--- src/hw/rtl/lphtu_pkg.sv ---
`timescale 1ns / 1ps

package lphtu_pkg;

  localparam int DEFAULT_TABLE_DEPTH = 256;
  localparam int MAX_RESET_SIZE      = 256;

  localparam int VALUE_W  = 31;
  localparam int SIZE_W   = 9;
  localparam int SLOT_W   = 9;
  localparam int STATUS_W = 2;
  localparam int OP_W     = 2;

  localparam logic [OP_W-1:0] OP_INSERT = 2'd0;
  localparam logic [OP_W-1:0] OP_REMOVE = 2'd1;
  localparam logic [OP_W-1:0] OP_SEARCH = 2'd2;

  localparam logic [STATUS_W-1:0] STATUS_OK      = 2'd0;
  localparam logic [STATUS_W-1:0] STATUS_DUP     = 2'd1;
  localparam logic [STATUS_W-1:0] STATUS_MISSING = 2'd2;
  localparam logic [STATUS_W-1:0] STATUS_FULL    = 2'd3;

  localparam logic [SLOT_W-1:0] NO_SLOT = '1;

  typedef struct packed {
    logic               occ;
    logic [VALUE_W-1:0] value;
  } cell_t;

  typedef struct packed {
    logic  shift;
    logic  wr;
    cell_t wr_cell;
  } ring_ctl_t;

endpackage

--- src/hw/rtl/lphtu_cell.sv ---
`timescale 1ns / 1ps

module lphtu_cell
  import lphtu_pkg::*;
(
  input  logic  clk,
  input  logic  rst,
  input  logic  shift,
  input  cell_t d,
  output cell_t q
);

  logic               occ;
  logic [VALUE_W-1:0] value;

  always_ff @(posedge clk) begin
    if (rst) begin
      occ <= 1'b0;
    end else if (shift) begin
      occ <= d.occ;
    end
  end

  always_ff @(posedge clk) begin
    if (shift) begin
      value <= d.value;
    end
  end

  assign q.occ   = occ;
  assign q.value = value;

endmodule

--- src/hw/rtl/lphtu_ctrl.sv ---
`timescale 1ns / 1ps

module lphtu_ctrl
  import lphtu_pkg::*;
#(
  parameter int TABLE_DEPTH = DEFAULT_TABLE_DEPTH
) (
  input  logic                clk,
  input  logic                rst,
  input  logic                start,
  output logic                busy,
  input  logic [OP_W-1:0]     opcode,
  input  logic [VALUE_W-1:0]  item_value,
  output logic                done,
  output logic [SLOT_W-1:0]   slot_index,
  output logic [STATUS_W-1:0] status,
  input  logic                cfg_valid,
  output logic                cfg_ready,
  input  logic [SIZE_W-1:0]   table_size,
  input  cell_t               head,
  output ring_ctl_t           ring
);

  localparam int IW = (TABLE_DEPTH > 1) ? $clog2(TABLE_DEPTH) : 1;
  localparam int CW = ((IW > SLOT_W) ? IW : SLOT_W) + 1;
  localparam int BW = $clog2(VALUE_W);
  localparam logic [IW-1:0] LAST = IW'(TABLE_DEPTH - 1);
  localparam logic [BW-1:0] TOP_BIT = BW'(VALUE_W - 1);
  localparam logic [SIZE_W-1:0] SIZE_RST =
    SIZE_W'((TABLE_DEPTH < MAX_RESET_SIZE) ? TABLE_DEPTH : MAX_RESET_SIZE);

  typedef enum logic [2:0] {
    S_IDLE,
    S_MOD,
    S_SCAN,
    S_DECIDE,
    S_UPDATE
  } state_t;

  state_t              state;
  logic [SIZE_W-1:0]   size_reg;
  logic [OP_W-1:0]     op;
  logic [VALUE_W-1:0]  val;
  logic [SIZE_W-1:0]   n;
  logic [SIZE_W-1:0]   rem;
  logic [BW-1:0]       bitcnt;
  logic [IW-1:0]       cnt;
  logic                hit_f;
  logic [IW-1:0]       hit_idx;
  logic                fa_f;
  logic [IW-1:0]       fa_idx;
  logic                fb_f;
  logic [IW-1:0]       fb_idx;
  logic [IW-1:0]       target;

  logic [SIZE_W-1:0]   n_next;
  logic [SIZE_W:0]     rem_sh;
  logic [SIZE_W:0]     rem_sub;
  logic [SIZE_W-1:0]   rem_next;
  logic                in_use;
  logic                from_hash;
  logic                is_hit;
  logic                is_free;

  always_comb begin
    if (size_reg == '0) begin
      n_next = SIZE_W'(1);
    end else if (32'(size_reg) > TABLE_DEPTH) begin
      n_next = SIZE_W'(TABLE_DEPTH);
    end else begin
      n_next = size_reg;
    end
  end

  always_comb begin
    rem_sh   = {rem, val[bitcnt]};
    rem_sub  = (rem_sh >= {1'b0, n}) ? (rem_sh - {1'b0, n}) : rem_sh;
    rem_next = rem_sub[SIZE_W-1:0];
  end

  assign in_use    = CW'(cnt) < CW'(n);
  assign from_hash = CW'(cnt) >= CW'(rem);
  assign is_hit    = in_use && head.occ && (head.value == val);
  assign is_free   = in_use && !head.occ;

  assign busy      = (state != S_IDLE);
  assign cfg_ready = (state == S_IDLE);

  assign ring.shift         = (state == S_SCAN) || (state == S_UPDATE);
  assign ring.wr            = (state == S_UPDATE) && (cnt == target);
  assign ring.wr_cell.occ   = (op == OP_INSERT);
  assign ring.wr_cell.value = val;

  always_ff @(posedge clk) begin
    if (rst) begin
      size_reg <= SIZE_RST;
    end else if (cfg_valid && cfg_ready) begin
      size_reg <= table_size;
    end
  end

  always_ff @(posedge clk) begin
    if (rst) begin
      state <= S_IDLE;
      done  <= 1'b0;
    end else begin
      done <= 1'b0;
      unique case (state)
        S_IDLE: begin
          if (start) begin
            op     <= opcode;
            val    <= item_value;
            n      <= n_next;
            rem    <= '0;
            bitcnt <= TOP_BIT;
            state  <= S_MOD;
          end
        end
        S_MOD: begin
          rem    <= rem_next;
          bitcnt <= bitcnt - BW'(1);
          if (bitcnt == '0) begin
            cnt   <= '0;
            hit_f <= 1'b0;
            fa_f  <= 1'b0;
            fb_f  <= 1'b0;
            state <= S_SCAN;
          end
        end
        S_SCAN: begin
          if (is_hit && !hit_f) begin
            hit_f   <= 1'b1;
            hit_idx <= cnt;
          end
          if (is_free && !fa_f) begin
            fa_f   <= 1'b1;
            fa_idx <= cnt;
          end
          if (is_free && from_hash && !fb_f) begin
            fb_f   <= 1'b1;
            fb_idx <= cnt;
          end
          cnt <= cnt + IW'(1);
          if (cnt == LAST) begin
            state <= S_DECIDE;
          end
        end
        S_DECIDE: begin
          cnt   <= '0;
          state <= S_IDLE;
          done  <= 1'b1;
          if (op == OP_INSERT) begin
            if (hit_f) begin
              slot_index <= NO_SLOT;
              status     <= STATUS_DUP;
            end else if (!fa_f) begin
              slot_index <= NO_SLOT;
              status     <= STATUS_FULL;
            end else begin
              target     <= fb_f ? fb_idx : fa_idx;
              slot_index <= SLOT_W'(CW'(fb_f ? fb_idx : fa_idx));
              status     <= STATUS_OK;
              done       <= 1'b0;
              state      <= S_UPDATE;
            end
          end else if (!hit_f) begin
            slot_index <= NO_SLOT;
            status     <= STATUS_MISSING;
          end else begin
            slot_index <= SLOT_W'(CW'(hit_idx));
            status     <= STATUS_OK;
            if (op == OP_REMOVE) begin
              target <= hit_idx;
              done   <= 1'b0;
              state  <= S_UPDATE;
            end
          end
        end
        S_UPDATE: begin
          cnt <= cnt + IW'(1);
          if (cnt == LAST) begin
            done  <= 1'b1;
            state <= S_IDLE;
          end
        end
        default: begin
          state <= S_IDLE;
        end
      endcase
    end
  end

endmodule

--- src/hw/rtl/linear_probe_hash_table_unit.sv ---
`timescale 1ns / 1ps

// Channel    Handshake              Beat fields
// command    start / busy           opcode, item_value
// result     done (one cycle)       slot_index, status
// config     cfg_valid / cfg_ready  table_size
//
// Every operation first reduces item_value bit by bit modulo the size (zero
// read as one, capped at TABLE_DEPTH), then rotates the ring of TABLE_DEPTH
// cells once past the head to scan it. Search, and any operation that changes
// nothing, ends in the decide state after the scan; a successful insert or
// remove rotates the ring once more to write the head cell. Reset clears
// every occupied bit at once. The result beat is shown for one cycle and
// cannot be stalled.

module linear_probe_hash_table_unit
  import lphtu_pkg::*;
#(
  parameter int TABLE_DEPTH = DEFAULT_TABLE_DEPTH
) (
  input  logic                clk,
  input  logic                rst,
  input  logic                start,
  output logic                busy,
  input  logic [OP_W-1:0]     opcode,
  input  logic [VALUE_W-1:0]  item_value,
  output logic                done,
  output logic [SLOT_W-1:0]   slot_index,
  output logic [STATUS_W-1:0] status,
  input  logic                cfg_valid,
  output logic                cfg_ready,
  input  logic [SIZE_W-1:0]   table_size
);

  cell_t     cells [TABLE_DEPTH];
  cell_t     tail_in;
  ring_ctl_t ring;

  lphtu_ctrl #(
    .TABLE_DEPTH(TABLE_DEPTH)
  ) u_ctrl (
    .clk        (clk),
    .rst        (rst),
    .start      (start),
    .busy       (busy),
    .opcode     (opcode),
    .item_value (item_value),
    .done       (done),
    .slot_index (slot_index),
    .status     (status),
    .cfg_valid  (cfg_valid),
    .cfg_ready  (cfg_ready),
    .table_size (table_size),
    .head       (cells[0]),
    .ring       (ring)
  );

  // The head cell's contents return to the tail, replaced when written.
  assign tail_in = ring.wr ? ring.wr_cell : cells[0];

  for (genvar k = 0; k < TABLE_DEPTH; k++) begin : g_cell
    if (k == TABLE_DEPTH - 1) begin : g_tail
      lphtu_cell u_cell (
        .clk   (clk),
        .rst   (rst),
        .shift (ring.shift),
        .d     (tail_in),
        .q     (cells[k])
      );
    end else begin : g_body
      lphtu_cell u_cell (
        .clk   (clk),
        .rst   (rst),
        .shift (ring.shift),
        .d     (cells[k+1]),
        .q     (cells[k])
      );
    end
  end

endmodule

--- config.mk ---
export PLATFORM = sky130hd
export DESIGN_NAME = linear_probe_hash_table_unit
export DESIGN_NICKNAME = d
export VERILOG_FILES = /design/src/hw/rtl/lphtu_pkg.sv /design/src/hw/rtl/lphtu_cell.sv /design/src/hw/rtl/lphtu_ctrl.sv /design/src/hw/rtl/linear_probe_hash_table_unit.sv
export SDC_FILE = /design/constraint.sdc
export NUM_CORES = 2
export LEC_CHECK = 0
export BUFFER_PORTS_ARGS = -buffer_cell sky130_fd_sc_hd__buf_2
export CORE_MARGIN = 2
export CORE_UTILIZATION = 45
export DETAILED_ROUTE_END_ITERATION = 16
export GPL_ROUTABILITY_DRIVEN = 0
export GPL_TIMING_DRIVEN = 0
export SLEW_MARGIN = 5
export SYNTH_ARGS = -nofsm -noshare
export SYNTH_HDL_FRONTEND = slang
export SYNTH_SLANG_ARGS = --single-unit
--- constraint.sdc ---
create_clock -name clk -period 221.9 [get_ports clk]
set_clock_uncertainty 0.2 [all_clocks]
set_input_delay 0 -clock clk [delete_from_list [all_inputs] [get_ports clk]]
set_output_delay 0 -clock clk [all_outputs]
set_load 0.01 [all_outputs]
# Word level (Yosys, flattened, before mapping)
# Index checks and enable logic that the tools add are counted.
dict set report word_totals {
  reg_bits 8315
  inputBits 46
  out_inout_bits 14
  elab_cells 645
}
dict set report classes {
  add_sub_neg 3
  magnitude_cmp 5
  eq_ne 16
  n_mux 50
  bitwise_logic 1
  reduce_logical 39
}
# op n
set ops {}
lappend ops {{$mux W8} 8}
lappend ops {{$mux W9} 7}
lappend ops {{$mux W32} 1}
lappend ops {{$eq A31 B31 Y1} 1}
lappend ops {{$mux W3} 9}
lappend ops {{$pmux W8 S3} 1}
lappend ops {{$pmux W9 S2} 1}
lappend ops {{$reduce_and A3 Y1} 6}
lappend ops {{$reduce_and A4 Y1} 4}
lappend ops {{$pmux W3 S5} 1}
lappend ops {{$ne A2 B2 Y1 const B} 7}
lappend ops {{$mux W1} 11}
lappend ops {{$ge A10 B9 Y1} 1}
lappend ops {{$pmux W5 S2} 1}
lappend ops {{$reduce_bool A2 Y1} 5}
lappend ops {{$ge A8 B9 Y1} 1}
lappend ops {{$gt A9 B9 Y1 const B} 1}
lappend ops {{$logic_and A1 B1 Y1} 9}
lappend ops {{$logic_not A9 Y1} 1}
lappend ops {{$lt A8 B9 Y1} 1}
lappend ops {{$sub A9 B9 Y9} 1}
lappend ops {{$add A8 B1 Y8 const B} 1}
lappend ops {{$eq A8 B8 Y1} 1}
lappend ops {{$eq A8 B8 Y1 const B} 1}
lappend ops {{other kinds (21)} 33}

# Logic depth before layout (Yosys ltp)
dict set report logic_depth {
  depth_word 6
  depth_mapped 17
  depth_no_buf 14
}

# Cells and area by module
# Synthesis repeated with hierarchy kept, for this count alone.
dict set report unflattened {
  hier_cells 9502
  hier_area_um2 255597.6
}
# mod instances cells_per_inst area_per_inst_um2
set by_module_without_submodules {}
lappend by_module_without_submodules {lphtu_cell 256 35 972.2}
lappend by_module_without_submodules {lphtu_ctrl 1 506 6174.7}
lappend by_module_without_submodules {linear_probe_hash_table_unit 1 36 544.3}

# Worst setup path after synthesis
# OpenSTA, ideal clock, no wires.
dict set report synth_timing {
  path_type {flip-flop to flip-flop}
  start {reg u_ctrl.state[1]}
  end {reg u_ctrl.cnt[1] (data pin)}
  setup_ns 1.043
  arrival_time_ns 227.080
  t_required_ns 220.657
  path_slack_ns -6.424
  stages_incl_launch_ff 7
  synth_period_minus_slack_ns 228.324
  cell_sequence {dfxtp_1 buf_2 xor2_1 nand2b_1 inv_2 clkbuf_1 and2_1}
}
dict set report synth_between {
  elab_chain_cells 3
  word_cells_on_any_way 6
  cone_classes {4 x eq/ne; 1 x mux; 1 x reduce/logical}
}
# item line
set synth_rtl {}
lappend synth_rtl {{start: declaration} lphtu_ctrl.sv:40} ;# state_t state;
lappend synth_rtl {{start signal: assignment} lphtu_ctrl.sv:104} ;# state <= S_IDLE;
lappend synth_rtl {{start signal: assignment} lphtu_ctrl.sv:116} ;# state <= S_MOD;
lappend synth_rtl {{start signal: assignment} lphtu_ctrl.sv:127} ;# state <= S_SCAN;
lappend synth_rtl {{$eq A3 B3 Y1 / $eq A3 B2 Y1 (equally long branches)} lphtu_ctrl.sv:108} ;# unique case (state)
lappend synth_rtl {{$reduce_or A2 Y1 (no line)} n/a}
lappend synth_rtl {{$pmux W8 S3 (*)} lphtu_ctrl.sv:108}
lappend synth_rtl {{end signal: assignment} lphtu_ctrl.sv:143} ;# cnt <= cnt + IW'(1);
lappend synth_rtl {{end signal: assignment} lphtu_ctrl.sv:180} ;# cnt <= cnt + IW'(1);
lappend synth_rtl {{end: declaration} lphtu_ctrl.sv:47} ;# logic [IW-1:0] cnt;
# Mark *: on every way between the ends. The rest lies on a longest branch, timed or not.
# A chain may end at the register's enable or synchronous reset.

# Worst setup path after layout
dict set report layout_timing {
  start {reg u_ctrl.state[1]}
  end {reg g_cell[167].g_body.u_cell.value[10] (enable)}
}
dict set report layout_between {
  elab_chain_cells 2
  word_cells_on_any_way 3
  cone_classes {2 x eq/ne; 1 x reduce/logical}
}
# item line
set layout_rtl {}
lappend layout_rtl {{$eq A3 B2 Y1 / $eq A3 B3 Y1 (equally long branches)} lphtu_ctrl.sv:89} ;# assign ring.shift = (state == S_SCAN) || (state == S_UPDATE);
lappend layout_rtl {{$logic_or A1 B1 Y1 (*)} lphtu_ctrl.sv:89}
lappend layout_rtl {{named net g_cell[0].g_body.u_cell.shift} lphtu_cell.sv:8} ;# input logic shift,
lappend layout_rtl {{end signal: assignment} lphtu_cell.sv:26} ;# value <= d.value;
lappend layout_rtl {{end: declaration} lphtu_cell.sv:14} ;# logic [VALUE_W-1:0] value;
# Mark *: on every way through the listed nets, which the timed path passes. The rest lies on a longest branch.

==> results.yml <==
outcome:
  status: "finished clean"
finish:
  regArea_um2: 247000
  fillerInstances: 41700
  largest_reg_flops: 7905
  multi_input_area_um2: 6010
  reg.largest.list: "g_cell.g_body.u_cell.value (7905), g_cell.g_body.u_cell.occ (255)"
  final_layout_size_suffix_gt1_share_pct: 11.0
  postLayoutCoreUtil_pct: 51.8
  regMostFlops: "g_cell.g_body.u_cell.value"
  synthToLayoutAreaGrowth_pct: 14.6
  layout.nets: 10700
  mostFrequentLayoutCells: "edfxtp_1, clkbuf_16, nand2_1"
  final_common_cell: "edfxtp_1"
timing:
  hold_viol: 0
  worst_slew_pin_slew_ns: 0.896
  fin_hold_ws_ns: 0.178
  drv_slew: 0
  slew_headroom_pct: 40.1
  fin_crit_ns: 8.41
  fin_tns_setup_ns: 0
  grt_setup_unrepaired: "false"
  fmax_mhz: 119
  finalSetupViolations: 0
  fin_crit_sh_pct: 3.79
floorplan:
  core_region_area_um2: 561000
  dieArea_um2: 569000
  fp.dieH_um: 755
  die_w_um: 755
  start_util_pct: 45.2
  io_pins: 60
  num_rows: 275
synth:
  synth-seq-cells: 8315
  ys.flop_type: "edfxtp_1"
  synth-edff-count: 8046
  synth_top_area_share_pct: 95.3
  syn_avg_cell_area_um2: 26.5
  netlist_area_um2: 254000
  async_flop_share_pct: 0
  yosys_warnings: 0
  ys_types: 56
  synthTopCellsByArea: "edfxtp_1, dfxtp_1, nand2_1, a21oi_1, ha_1"
  syn_inst: 9585
  synth_seq_area_share_pct: 97.4
  synth_area_leader_cell: "edfxtp_1"
  synth_nets: 9660
pwr:
  total_power_mw: 2.96
  p_switching_mw: 0.556
  cellLeakagePower_nw: 89.7
  seqPwrFrac_pct: 57.3
  power.share.clock_pct: 42.4
  ir_drop_uv: 8.91
  power_density_nw_per_um2: 10.2
  intPower_mw: 2.41
  pwr-share-comb_pct: 0.3
  swShare_pct: 18.8
routing:
  routed_wl_mm: 312
  route.detailed.drc: 0
  routed_via_density: 4.70
  vias: 87900
  first_pass_iters: 8
  routedWlPerCell_um: 16.6
  detail-route-antenna-nets: 0
  drt_iter0_markers: 8842
hold_path:
  hp-class: "register to register"
  hold_depth: 0
  holdPathEnd: "g_cell[138].g_body.u_cell.value[0]"
  hold_start: "g_cell[139].g_body.u_cell.value[0]"
run:
  maxCapViolCount: 0
clocking:
  htreeDepth: 6
  clock-sinks: 8315
  cts_max_path_buffers: 4
  cts_made_buffers: 770
  clkLatencyLatePin_ns: 1.09
  cts-root-buf: "clkbuf_16"
  cts_tree: "done"
  cts_setup_buffers: 0
  clk_pin_slew_ns: 0.06
grt:
  grt_use_total_pct: 10.6
  grt_max_degree: 135
  grt_pass1_wl_mm: 497
  grt_pass1_vias: 87000
  overflow: 0
  antenna_found_initial: 13
critical_path:
  cp_max_fo: 131
  r2r-end: "g_cell[167].g_body.u_cell.value[10]"
  r2r_slack_ns: 213.49
  crit_chain: "buf_2, xor2_1, nand2b_1, inv_2, clkbuf_8, buf_16, buf_16, buf_16, buf_16, buf_16, buf_16, buf_16, buf_16, buf_16, buf_16, buf_16, buf_16"
  rr_worst_depth: 17
  critical_path_buf_inv_count: 15
  worstPathRequired_ns: 222.41
  crit_path_end_kind: "register"
  critical-path-slowest-cell: "clkbuf_8"
  path_delay_family: "buffers and inverters"
  setup.worst_path.class: "register to register"
  regToRegStartpoint: "u_ctrl.state[1]"
  crit_top_cell: "buf_16"
  critPathLaunchType: "register"
  arrival_ns: 8.92
  slowest_delay_ns: 0.60
placed_design:
  portBuffers: 59
  place_hpwl_mm: 143
-- repair_timing --
item,4_1_cts,5_1_grt
hold buffers,119,0
resized for setup,0,0
hold endpoints to repair,385,0
-- worst reg2reg max path, stage by stage, from the launching register on --
cell	delay, ns
dfxtp_1	0.31
buf_2	0.23
xor2_1	0.18
nand2b_1	0.11
inv_2	0.16
clkbuf_8	0.61
buf_16	0.55
buf_16	0.56
buf_16	0.49
buf_16	0.47
buf_16	0.45
buf_16	0.42
buf_16	0.38
buf_16	0.55
buf_16	0.52
buf_16	0.56
buf_16	0.62
buf_16	0.60
-- layer usage --
layer  vias up  track usage [%]  wire, um  part of all wire (%)
met5         -                0         0                     0
met4         0             4.00     10500                   3.4
met3       831             2.15     13500                   4.3
met2      1679             14.0    129000                    41
met1     45200             17.4    159000                    51
li1      40200                -         -                     -
-- how the worst max path moves through the flow --
stage / cells after the start / start / slack [ns] / to
after floorplan: 6 / u_ctrl.state[1] / 116.48 / u_ctrl.cnt[1]
after global placement: 5 / u_ctrl.state[2] / 88.45 / g_cell[169].g_body.u_cell.value[10]
after detailed placement: 17 / u_ctrl.state[1] / 213.22 / g_cell[161].g_body.u_cell.value[10]
after CTS: 17 / u_ctrl.state[1] / 213.31 / g_cell[167].g_body.u_cell.value[10]
after global routing: 17 / u_ctrl.state[1] / 212.67 / g_cell[170].g_body.u_cell.value[14]
final: 17 / u_ctrl.state[1] / 213.49 / g_cell[167].g_body.u_cell.value[10]
-- layout make-up --
| class | count | area share [%] |
|---|---|---|
| flip-flops and latches | 8315 | 85.0 |
| repair buffers | 254 | 1.20 |
| clock buffers | 969 | 6.97 |
| plain buffers | 101 | 0.158 |
| diodes | 4 | 0.00344 |
| inverters | 29 | 0.0375 |
| multi-input cells | 1140 | 2.07 |
| well taps | 7479 | 3.22 |
| clock inverters | 428 | 1.36 |
-- stage by stage --
step / std cells / setup WS [ns] / cell area [um2]
5_1_grt: 18700 / 212.67 / 291000
2_1_floorplan: 9585 / 116.48 / 254000
4_1_cts: 18700 / 213.31 / 291000
3_5_place_dp: 17200 / 213.22 / 265000
3_3_place_gp: 17100 / 88.45 / 263000
6_report: 18700 / 213.49 / 291000
-- kinds of logic after synthesis --
kind of cell	share of synthesized area, %
AO/OA/AOI/OAI	0.680
buffers and inverters	0.220
multiplexers	0.258
AND/OR/NAND/NOR	1.11
flip-flops	97.4
XOR/XNOR	0.176
adder cells (fa/ha/maj)	0.146
-- synth_stat cells (all sizes together) (2+ instances only) --
| cell | number |
|---|---|
| mux4 | 5 |
| xor2 | 31 |
| nand3 | 13 |
| ha | 28 |
| xnor2 | 20 |
| mux2i | 18 |
| o21a | 3 |
| a21o | 5 |
| dfxtp | 269 |
| o2111ai | 2 |
| nor3b | 4 |
| nand3b | 4 |
| nor4 | 14 |
| mux2 | 32 |
| a211oi | 5 |
| a21oi | 293 |
| nor2 | 48 |
| clkbuf | 55 |
| nand2 | 542 |
| buf | 46 |
| nor3 | 9 |
| inv | 29 |
| o21ai | 4 |
| or3 | 6 |
| o31a | 3 |
| edfxtp | 8046 |
| and2 | 10 |
| and3 | 6 |
| or2 | 3 |
| nand4 | 6 |
| nand2b | 13 |
-- power by group through the flow --
stage | registers (mW) | clock network (mW) | logic [mW]
global placement | 1.73 | 0 | 0.00672
floorplan | 1.73 | 0 | 0.00403
CTS | 1.70 | 1.30 | 0.00901
detailed placement | 1.73 | 0 | 0.00725
finish | 1.70 | 1.26 | 0.00902
global route | 1.69 | 1.36 | 0.00972
(Power assumes the default switching activity.)
